`config.mk`:
```
export PLATFORM = sky130hd
export DESIGN_NAME = first_fit_region_allocator
export DESIGN_NICKNAME = d
export VERILOG_FILES = /design/src/rtl/ffra_pkg.sv /design/src/rtl/ffra_ram.sv /design/src/rtl/first_fit_region_allocator.sv
export SDC_FILE = /design/constraint.sdc
export NUM_CORES = 2
export LEC_CHECK = 0
export BUFFER_PORTS_ARGS = -buffer_cell sky130_fd_sc_hd__buf_2
export CAP_MARGIN = 5
export CORE_ASPECT_RATIO = 1.5
export CORE_UTILIZATION = 35
export CTS_CLUSTER_DIAMETER = 150
export DETAILED_ROUTE_END_ITERATION = 10
export PLACE_DENSITY = 0.48
export SYNTH_ARGS = -nofsm -noshare
export SYNTH_HDL_FRONTEND = slang
export SYNTH_SLANG_ARGS = --single-unit
export TNS_END_PERCENT = 10
```
`constraint.sdc`:
```
create_clock -name clk -period 13 [get_ports clk]
set_input_delay 0.65 -clock clk [delete_from_list [all_inputs] [get_ports clk]]
set_output_delay 0.65 -clock clk [all_outputs]
set_load 0.01 [all_outputs]
```
`src/rtl/ffra_pkg.sv`:
```
// shared types, constants and codes of the first-fit region allocator
`timescale 1ns / 1ps

package ffra_pkg;

	localparam int MAX_REGIONS = 16;
	localparam int PAGE_BYTES  = 4096;

	localparam int ADDR_W     = 48;
	localparam int PAGES_W    = 20;
	localparam int ACTION_W   = 2;
	localparam int STATUS_W   = 3;
	localparam int CFG_IDX_W  = 1;
	localparam int PAGE_SHIFT = $clog2(PAGE_BYTES);
	localparam int SIZE_W     = PAGES_W + PAGE_SHIFT;
	localparam int IDX_W      = $clog2(MAX_REGIONS);
	localparam int CNT_W      = $clog2(MAX_REGIONS + 1);
	// candidate base may run one bit past the address space (region end)
	localparam int CAND_W     = ADDR_W + 1;
	localparam int SUM_W      = CAND_W + 1;

	localparam logic [ADDR_W-1:0] RANGE_START_RST = 48'h0000_0040_0000;
	localparam logic [ADDR_W-1:0] RANGE_LIMIT_RST = 48'h8000_0000_0000;

	// action codes
	localparam logic [ACTION_W-1:0] ACT_ALLOC = 2'd0;
	localparam logic [ACTION_W-1:0] ACT_FREE  = 2'd1;
	localparam logic [ACTION_W-1:0] ACT_CLEAR = 2'd2;

	// configuration register indexes
	localparam logic [CFG_IDX_W-1:0] REG_RANGE_START = 1'd0;
	localparam logic [CFG_IDX_W-1:0] REG_RANGE_LIMIT = 1'd1;

	typedef enum logic [STATUS_W-1:0] {
		STAT_OK       = 3'd0,
		STAT_ZERO     = 3'd1,
		STAT_FULL     = 3'd2,
		STAT_NOROOM   = 3'd3,
		STAT_NOTFOUND = 3'd4
	} status_t;

	typedef struct packed {
		logic [ACTION_W-1:0] action;
		logic [PAGES_W-1:0]  page_count;
		logic [ADDR_W-1:0]   free_base;
	} cmd_t;

	typedef struct packed {
		logic [ADDR_W-1:0] region_addr;
		status_t           status;
	} result_t;

	typedef struct packed {
		logic [ADDR_W-1:0]  base;
		logic [PAGES_W-1:0] pages;
	} entry_t;

	localparam int ENTRY_W = $bits(entry_t);

	typedef enum logic [3:0] {
		S_IDLE,
		S_CEND,
		S_SCAN_RD,
		S_SCAN_CMP,
		S_LIMIT,
		S_UP_RD,
		S_UP_WR,
		S_INSERT,
		S_FR_RD,
		S_FR_CMP,
		S_DN_RD,
		S_DN_WR
	} fsm_state_t;

endpackage

```
`src/rtl/ffra_ram.sv`:
```
// generic single-write, single-read ram with registered read data
`timescale 1ns / 1ps

module ffra_ram #(
	parameter int WIDTH = 8,
	parameter int DEPTH = 16
) (
	input  logic                     clk,
	input  logic                     we,
	input  logic [$clog2(DEPTH)-1:0] waddr,
	input  logic [WIDTH-1:0]         wdata,
	input  logic [$clog2(DEPTH)-1:0] raddr,
	output logic [WIDTH-1:0]         rdata
);

	logic [WIDTH-1:0] mem_q [DEPTH];
	logic [WIDTH-1:0] rdata_q;

	always_ff @(posedge clk) begin
		if (we) begin
			mem_q[waddr] <= wdata;
		end
		rdata_q <= mem_q[raddr];
	end

	assign rdata = rdata_q;

endmodule

```
`src/rtl/first_fit_region_allocator.sv`:
```
// top level of the first-fit region allocator: sequencer, shared adder and table ram
`timescale 1ns / 1ps

// First-fit region allocator. A command is taken when start is high and busy is
// low; busy then stays high until the command is finished, though a command
// answered straight from idle never raises busy. Every command gives exactly
// one result, shown on result for one cycle with done high; the receiver cannot
// stall it, so it must take the transaction in that cycle. A new command may be
// started in the same cycle that done is high. The region table (base, pages)
// lives in a small ram with one write and one registered read port, so every table
// entry touched costs a read step and a compare or write step, and one shared
// 50-bit adder forms both candidate ends and region ends. Steps, then done:
//   allocate: candidate end, per entry scanned a read and a compare (a raise
//             forms a new candidate end), limit check, per entry shifted up a
//             read and a write, then the insert
//   free:     a read and a compare per entry, then a read and a write per shift
//   allocate rejected for zero size or full table, clear, unused code: from idle
// Range registers are written through the cfg channel, which is always ready;
// write them only while the block is idle. No clearing pass is needed after reset.
module first_fit_region_allocator (
	input  logic                           clk,
	input  logic                           arst_n,
	// command transaction
	input  logic                           start,
	output logic                           busy,
	input  ffra_pkg::cmd_t                 cmd,
	// result transaction
	output logic                           done,
	output ffra_pkg::result_t              result,
	// configuration writes
	input  logic                           cfg_valid,
	output logic                           cfg_ready,
	input  logic [ffra_pkg::CFG_IDX_W-1:0] cfg_index,
	input  logic [ffra_pkg::ADDR_W-1:0]    cfg_data
);

	// sequencer state
	ffra_pkg::fsm_state_t state_q, state_d;

	// configuration registers
	logic [ffra_pkg::ADDR_W-1:0] start_addr_q;
	logic [ffra_pkg::ADDR_W-1:0] limit_addr_q;

	// table bookkeeping: idx walks the table, mv walks a shift
	logic [ffra_pkg::CNT_W-1:0] count_q, count_d;
	logic [ffra_pkg::CNT_W-1:0] idx_q, idx_d;
	logic [ffra_pkg::CNT_W-1:0] mv_q, mv_d;
	logic [ffra_pkg::CNT_W-1:0] idx_p1, mv_p1, mv_m1;

	// request payload held for the whole command
	logic [ffra_pkg::SIZE_W-1:0]  size_q, size_d;
	logic [ffra_pkg::PAGES_W-1:0] pages_q, pages_d;
	logic [ffra_pkg::ADDR_W-1:0]  fbase_q, fbase_d;

	// first-fit candidate base and its end (candidate + request size)
	logic [ffra_pkg::CAND_W-1:0] cand_q, cand_d;
	logic [ffra_pkg::SUM_W-1:0]  cend_q, cend_d;

	// result register
	logic                 done_q, done_d;
	ffra_pkg::result_t    result_q, result_d;

	// table ram ports
	logic                       ram_we;
	logic [ffra_pkg::IDX_W-1:0] ram_waddr;
	logic [ffra_pkg::IDX_W-1:0] ram_raddr;
	ffra_pkg::entry_t           ram_wdata;
	ffra_pkg::entry_t           rd_entry;
	logic [ffra_pkg::ENTRY_W-1:0] ram_rdata;

	// shared adder
	logic [ffra_pkg::SUM_W-1:0] add_a, add_b, add_sum;

	ffra_ram #(
		.WIDTH (ffra_pkg::ENTRY_W),
		.DEPTH (ffra_pkg::MAX_REGIONS)
	) u_table (
		.clk   (clk),
		.we    (ram_we),
		.waddr (ram_waddr),
		.wdata (ram_wdata),
		.raddr (ram_raddr),
		.rdata (ram_rdata)
	);

	assign rd_entry = ffra_pkg::entry_t'(ram_rdata);

	assign idx_p1 = idx_q + ffra_pkg::CNT_W'(1);
	assign mv_p1  = mv_q + ffra_pkg::CNT_W'(1);
	assign mv_m1  = mv_q - ffra_pkg::CNT_W'(1);

	// while scanning an entry the adder forms the region end (base + pages * page size);
	// otherwise it forms the candidate end (candidate + request size)
	always_comb begin
		if (state_q == ffra_pkg::S_SCAN_CMP) begin
			add_a = ffra_pkg::SUM_W'(rd_entry.base);
			add_b = ffra_pkg::SUM_W'({rd_entry.pages, {ffra_pkg::PAGE_SHIFT{1'b0}}});
		end else begin
			add_a = ffra_pkg::SUM_W'(cand_q);
			add_b = ffra_pkg::SUM_W'(size_q);
		end
	end

	assign add_sum = add_a + add_b;

	// sequencer: next state, register updates and table accesses
	always_comb begin
		state_d   = state_q;
		count_d   = count_q;
		idx_d     = idx_q;
		mv_d      = mv_q;
		size_d    = size_q;
		pages_d   = pages_q;
		fbase_d   = fbase_q;
		cand_d    = cand_q;
		cend_d    = cend_q;
		done_d    = 1'b0;
		result_d  = result_q;
		ram_we    = 1'b0;
		ram_waddr = mv_q[ffra_pkg::IDX_W-1:0];
		ram_wdata = rd_entry;
		ram_raddr = idx_q[ffra_pkg::IDX_W-1:0];

		unique case (state_q)
			ffra_pkg::S_IDLE: begin
				if (start) begin
					result_d.region_addr = '0;
					result_d.status      = ffra_pkg::STAT_OK;
					unique case (cmd.action)
						ffra_pkg::ACT_ALLOC: begin
							if (cmd.page_count == '0) begin
								done_d          = 1'b1;
								result_d.status = ffra_pkg::STAT_ZERO;
							end else if (count_q == ffra_pkg::CNT_W'(ffra_pkg::MAX_REGIONS)) begin
								done_d          = 1'b1;
								result_d.status = ffra_pkg::STAT_FULL;
							end else begin
								cand_d  = ffra_pkg::CAND_W'(start_addr_q);
								idx_d   = '0;
								pages_d = cmd.page_count;
								size_d  = {cmd.page_count, {ffra_pkg::PAGE_SHIFT{1'b0}}};
								state_d = ffra_pkg::S_CEND;
							end
						end
						ffra_pkg::ACT_FREE: begin
							idx_d   = '0;
							fbase_d = cmd.free_base;
							state_d = ffra_pkg::S_FR_RD;
						end
						ffra_pkg::ACT_CLEAR: begin
							count_d = '0;
							done_d  = 1'b1;
						end
						default: begin
							// unused action code: no effect, plain ok
							done_d = 1'b1;
						end
					endcase
				end
			end

			// candidate end for the current candidate base
			ffra_pkg::S_CEND: begin
				cend_d = add_sum;
				if (idx_q == count_q) begin
					state_d = ffra_pkg::S_LIMIT;
				end else begin
					state_d = ffra_pkg::S_SCAN_RD;
				end
			end

			ffra_pkg::S_SCAN_RD: begin
				state_d = ffra_pkg::S_SCAN_CMP;
			end

			// does the request fit below this entry? if not, raise the candidate
			// to the entry end when that end is higher
			ffra_pkg::S_SCAN_CMP: begin
				if (cend_q <= ffra_pkg::SUM_W'(rd_entry.base)) begin
					state_d = ffra_pkg::S_LIMIT;
				end else begin
					idx_d = idx_p1;
					if (add_sum > ffra_pkg::SUM_W'(cand_q)) begin
						cand_d  = add_sum[ffra_pkg::CAND_W-1:0];
						state_d = ffra_pkg::S_CEND;
					end else if (idx_p1 == count_q) begin
						state_d = ffra_pkg::S_LIMIT;
					end else begin
						state_d = ffra_pkg::S_SCAN_RD;
					end
				end
			end

			// idx now holds the insert slot
			ffra_pkg::S_LIMIT: begin
				if (cend_q > ffra_pkg::SUM_W'(limit_addr_q)) begin
					done_d          = 1'b1;
					result_d.status = ffra_pkg::STAT_NOROOM;
					state_d         = ffra_pkg::S_IDLE;
				end else begin
					mv_d    = count_q;
					state_d = ffra_pkg::S_UP_RD;
				end
			end

			// make room: move entries from the top down to the slot one place up
			ffra_pkg::S_UP_RD: begin
				if (mv_q == idx_q) begin
					state_d = ffra_pkg::S_INSERT;
				end else begin
					ram_raddr = mv_m1[ffra_pkg::IDX_W-1:0];
					state_d   = ffra_pkg::S_UP_WR;
				end
			end

			ffra_pkg::S_UP_WR: begin
				ram_we  = 1'b1;
				mv_d    = mv_m1;
				state_d = ffra_pkg::S_UP_RD;
			end

			ffra_pkg::S_INSERT: begin
				ram_we               = 1'b1;
				ram_waddr            = idx_q[ffra_pkg::IDX_W-1:0];
				ram_wdata.base       = cand_q[ffra_pkg::ADDR_W-1:0];
				ram_wdata.pages      = pages_q;
				count_d              = count_q + ffra_pkg::CNT_W'(1);
				done_d               = 1'b1;
				result_d.region_addr = cand_q[ffra_pkg::ADDR_W-1:0];
				state_d              = ffra_pkg::S_IDLE;
			end

			// free: find the lowest entry whose base matches
			ffra_pkg::S_FR_RD: begin
				if (idx_q == count_q) begin
					done_d          = 1'b1;
					result_d.status = ffra_pkg::STAT_NOTFOUND;
					state_d         = ffra_pkg::S_IDLE;
				end else begin
					state_d = ffra_pkg::S_FR_CMP;
				end
			end

			ffra_pkg::S_FR_CMP: begin
				if (rd_entry.base == fbase_q) begin
					mv_d    = idx_q;
					state_d = ffra_pkg::S_DN_RD;
				end else begin
					idx_d   = idx_p1;
					state_d = ffra_pkg::S_FR_RD;
				end
			end

			// close the gap: move later entries one place down
			ffra_pkg::S_DN_RD: begin
				if (mv_p1 == count_q) begin
					count_d = count_q - ffra_pkg::CNT_W'(1);
					done_d  = 1'b1;
					state_d = ffra_pkg::S_IDLE;
				end else begin
					ram_raddr = mv_p1[ffra_pkg::IDX_W-1:0];
					state_d   = ffra_pkg::S_DN_WR;
				end
			end

			ffra_pkg::S_DN_WR: begin
				ram_we  = 1'b1;
				mv_d    = mv_p1;
				state_d = ffra_pkg::S_DN_RD;
			end

			default: begin
				state_d = ffra_pkg::S_IDLE;
			end
		endcase
	end

	always_ff @(posedge clk or negedge arst_n) begin
		if (!arst_n) begin
			state_q <= ffra_pkg::S_IDLE;
		end else begin
			state_q <= state_d;
		end
	end

	// control registers
	always_ff @(posedge clk or negedge arst_n) begin
		if (!arst_n) begin
			count_q      <= '0;
			done_q       <= 1'b0;
			start_addr_q <= ffra_pkg::RANGE_START_RST;
			limit_addr_q <= ffra_pkg::RANGE_LIMIT_RST;
		end else begin
			count_q <= count_d;
			done_q  <= done_d;
			if (cfg_valid) begin
				unique case (cfg_index)
					ffra_pkg::REG_RANGE_START: start_addr_q <= cfg_data;
					ffra_pkg::REG_RANGE_LIMIT: limit_addr_q <= cfg_data;
					default: ;
				endcase
			end
		end
	end

	// working registers, no reset needed
	always_ff @(posedge clk) begin
		idx_q    <= idx_d;
		mv_q     <= mv_d;
		size_q   <= size_d;
		pages_q  <= pages_d;
		fbase_q  <= fbase_d;
		cand_q   <= cand_d;
		cend_q   <= cend_d;
		result_q <= result_d;
	end

	assign busy      = (state_q != ffra_pkg::S_IDLE);
	assign done      = done_q;
	assign result    = result_q;
	assign cfg_ready = 1'b1;

endmodule

```
==> impl_metrics.tcl <==
set metrics [dict create \
    tritoncts "yes" \
    start_util_pct 35.3 \
    io_pins 177 \
    cts_hold_buf 47 \
    dp_cells 6087 \
    setup_viol 0 \
    grt_antenna_before_repair 5 \
    final.fill_count 16100 \
    p_per_area_nw_per_um2 240 \
    placed_cell_area_um2 66000 \
    worstMarginPinSlew_ps 1280 \
    synth_enable_flop_cells 1316 \
    post_cts_resized 0 \
    via_per_inst 5.34 \
    synthCells 3711 \
    vias 34200 \
    synthesis.nets 4007 \
    critPathMaxFanout 73 \
    outcome "finished, final reports clean" \
    numPortBuffers 175 \
    yosys_warnings 0 \
    max_slew_margin_pct 14.3 \
    rr_endpoint "cand_q[5]" \
    synthArstFlopShare_pct 7.11 \
    nets 4288 \
    die_h_um 519 \
    stdcell_area_um2 71400 \
    clkSinkCount 1490 \
    instances_no_fill 6409 \
    hp-start "cmd[19]" \
    fmax_mhz 119 \
    whs_ps 59.8 \
    ys_types 76 \
    wl_per_cell_um 28.9 \
    die_x_um 346 \
    std_cell_rows 189 \
    reg2reg_slack_ps 4620 \
    hold_path_class "in -> reg" \
    critPathKind "reg -> reg" \
    drt.antenna.violating_nets 0 \
    cts_setup_buffers 0 \
    clkTransAtPathRegs_ps 60 \
    maxCapViolations 0 \
    finalWeightedCongestion 0.903 \
    ys.flop_type "edfxtp_1" \
    r2r_start "state_q[0]" \
    start_kind "register" \
    grt_pass1_vias 35600 \
    finalCritPeriodShare_pct 64.4 \
    p_leak_nw 25.3 \
    overflow 0 \
    cts_inserted_buffers 148 \
    dr.pass1.iters 5 \
    cp-startpoint "state_q[0]" \
    coreArea_um2 177000 \
    clock_latency_ps 800 \
    crit_arrival_ps 8780 \
    drv_slew 0 \
    syn_area_per_cell_um2 16.8 \
    fin_crit_ps 8380 \
    hpwl_um 112000 \
    wl_um 185000 \
    htreeDepth 4 \
    endpoint_kind "register" \
    ys_ff_latch 1490 \
    r2r_cells 23 \
    cts_root_buf "clkbuf_16" \
    final_common_cell "edfxtp_1" \
    synth_area_um2 62300 \
    dr.first_iter.drc_count 2651 \
    yosysSeqAreaShare_pct 69.9 \
    critPathRequiredTime_ps 13410 \
    setup.worst_path.end "cand_q[5]" \
    drive_gt1_share_pct 21.9 \
    drc_errors 0 \
    hold_viol_final 0 \
    grt_max_degree 121 \
    fin_skew_ps 27.9 \
    fin_tns_setup_ps 0 \
    ir_drop_uv 200 \
    clockBufferDepth 3 \
    die_area_um2 180000 \
    layout_common_cells "edfxtp_1, nand2_1, mux4_2" \
    syn2layout_area_growth_pct 14.7 \
    grt_setup_unrepaired "no" \
    grt_pass1_wl_um 263000 \
    track_usage_pct 20.5 \
]
## report_power, final
part | switching [mW] | total [mW] | internal [mW]
clock network | 1.87 | 4.40 | 2.53
registers | 0.549 | 6.87 | 6.32
logic | 3.59 | 5.85 | 2.26
## through the flow
| stage | utilization [%] | total power [mW] | setup WS [ps] |
|---|---|---|---|
| after global placement | 37.4 | 12.8 | 4900 |
| after CTS | 40.4 | 17.3 | 4620 |
| after detailed placement | 37.4 | 12.9 | 4700 |
| final | 40.4 | 17.1 | 4620 |
| after global routing | 40.4 | 18.0 | 3980 |
| after floorplan | - | 10.8 | 6280 |
## worst max-delay path, cell delays in order (launching register included)
cell	delay (ps)
dfrtp_1	810
nand2_1	300
nor3_4	180
buf_4	600
buf_4	740
o21ai_0	180
ha_1	420
a21o_1	210
a211o_1	320
a211o_1	270
o221a_2	280
o41ai_1	530
o21bai_1	140
xor2_1	190
ha_1	310
nand4_1	110
nor3_1	250
nand3_1	120
nor3_1	290
a211oi_1	130
a31oi_1	420
nor3b_1	310
or2_2	160
buf_4	610
## registers in the layout, indices dropped and copies added, names as in the netlist
signal	count
start_addr_q	48
count_q	5
cand_q	49
u_table.rdata	68
mv_q	5
u_table.mem_q	1088
state_q	4
fbase_q	48
done	1
idx_q	5
size_q	20
cend_q	50
result	51
limit_addr_q	48
## metal layers
layer	wire (um)	vias to the layer above	GRT usage, %
li1	-	15000	-
met1	79100	18000	27.3
met2	90800	970	34.3
met3	9340	223	3.01
met4	6180	0	7.08
met5	0	-	0
## logic make-up (layout without fill, tap and decap cells)
logic type	after synthesis	after routing	share of synthesized area (%)
AND/OR/NAND/NOR	693	693	4.93
other	1	3	0.00602
AO/OA/AOI/OAI	523	523	5.80
buffers and inverters	328	732	2.35
XOR/XNOR	117	117	1.65
flip-flops	1490	1490	69.9
multiplexers	386	386	11.9
adder cells (fa/ha/maj)	173	173	3.50
## cell type report
| cell class | count | area (um^2) | area share, % |
|---|---|---|---|
| sequential | 1490 | 43500 | 60.9 |
| multi-input combinational | 1893 | 17500 | 24.6 |
| clock buffer | 205 | 4280 | 5.99 |
| tap | 2292 | 2870 | 4.01 |
| timing repair buffer | 293 | 1920 | 2.69 |
| clock inverter | 68 | 672 | 0.940 |
| inverter | 166 | 623 | 0.872 |
| antenna | 2 | 5.00 | 0.00700 |
## worst min path at each step
stage | to | slack (ps) | depth (start not counted)
after floorplan | count_q[0] | 350 | 0
after global placement | limit_addr_q[41] | 490 | 1
after detailed placement | limit_addr_q[41] | 490 | 1
after CTS | fbase_q[19] | 2 | 1
after global routing | fbase_q[19] | 10 | 1
final | fbase_q[19] | 60 | 1
## synthesized netlist by cell type (all sizes together) (9+ instances only)
library cell,count,area [um^2]
nor4,24,150
clkbuf,63,236
o21bai,10,75.1
dfxtp,68,1360
ha,171,2140
mux2,105,1180
o31ai,9,67.6
a21o,116,871
nand2,355,1330
inv,166,623
nand4,34,213
a21oi,76,384
a211oi,9,67.6
nand2b,11,68.8
mux2i,9,90.1
xor2,52,455
mux4,272,6130
dfrtp,104,2600
nor3,36,195
edfxtp,1316,39500
buf,99,603
nor2,139,527
o211ai,10,85.1
a31oi,10,62.6
a22oi,139,1090
nor2b,12,75.1
nand3,36,180
xnor2,65,569
o21ai,98,490
(Power assumes the default switching activity.)
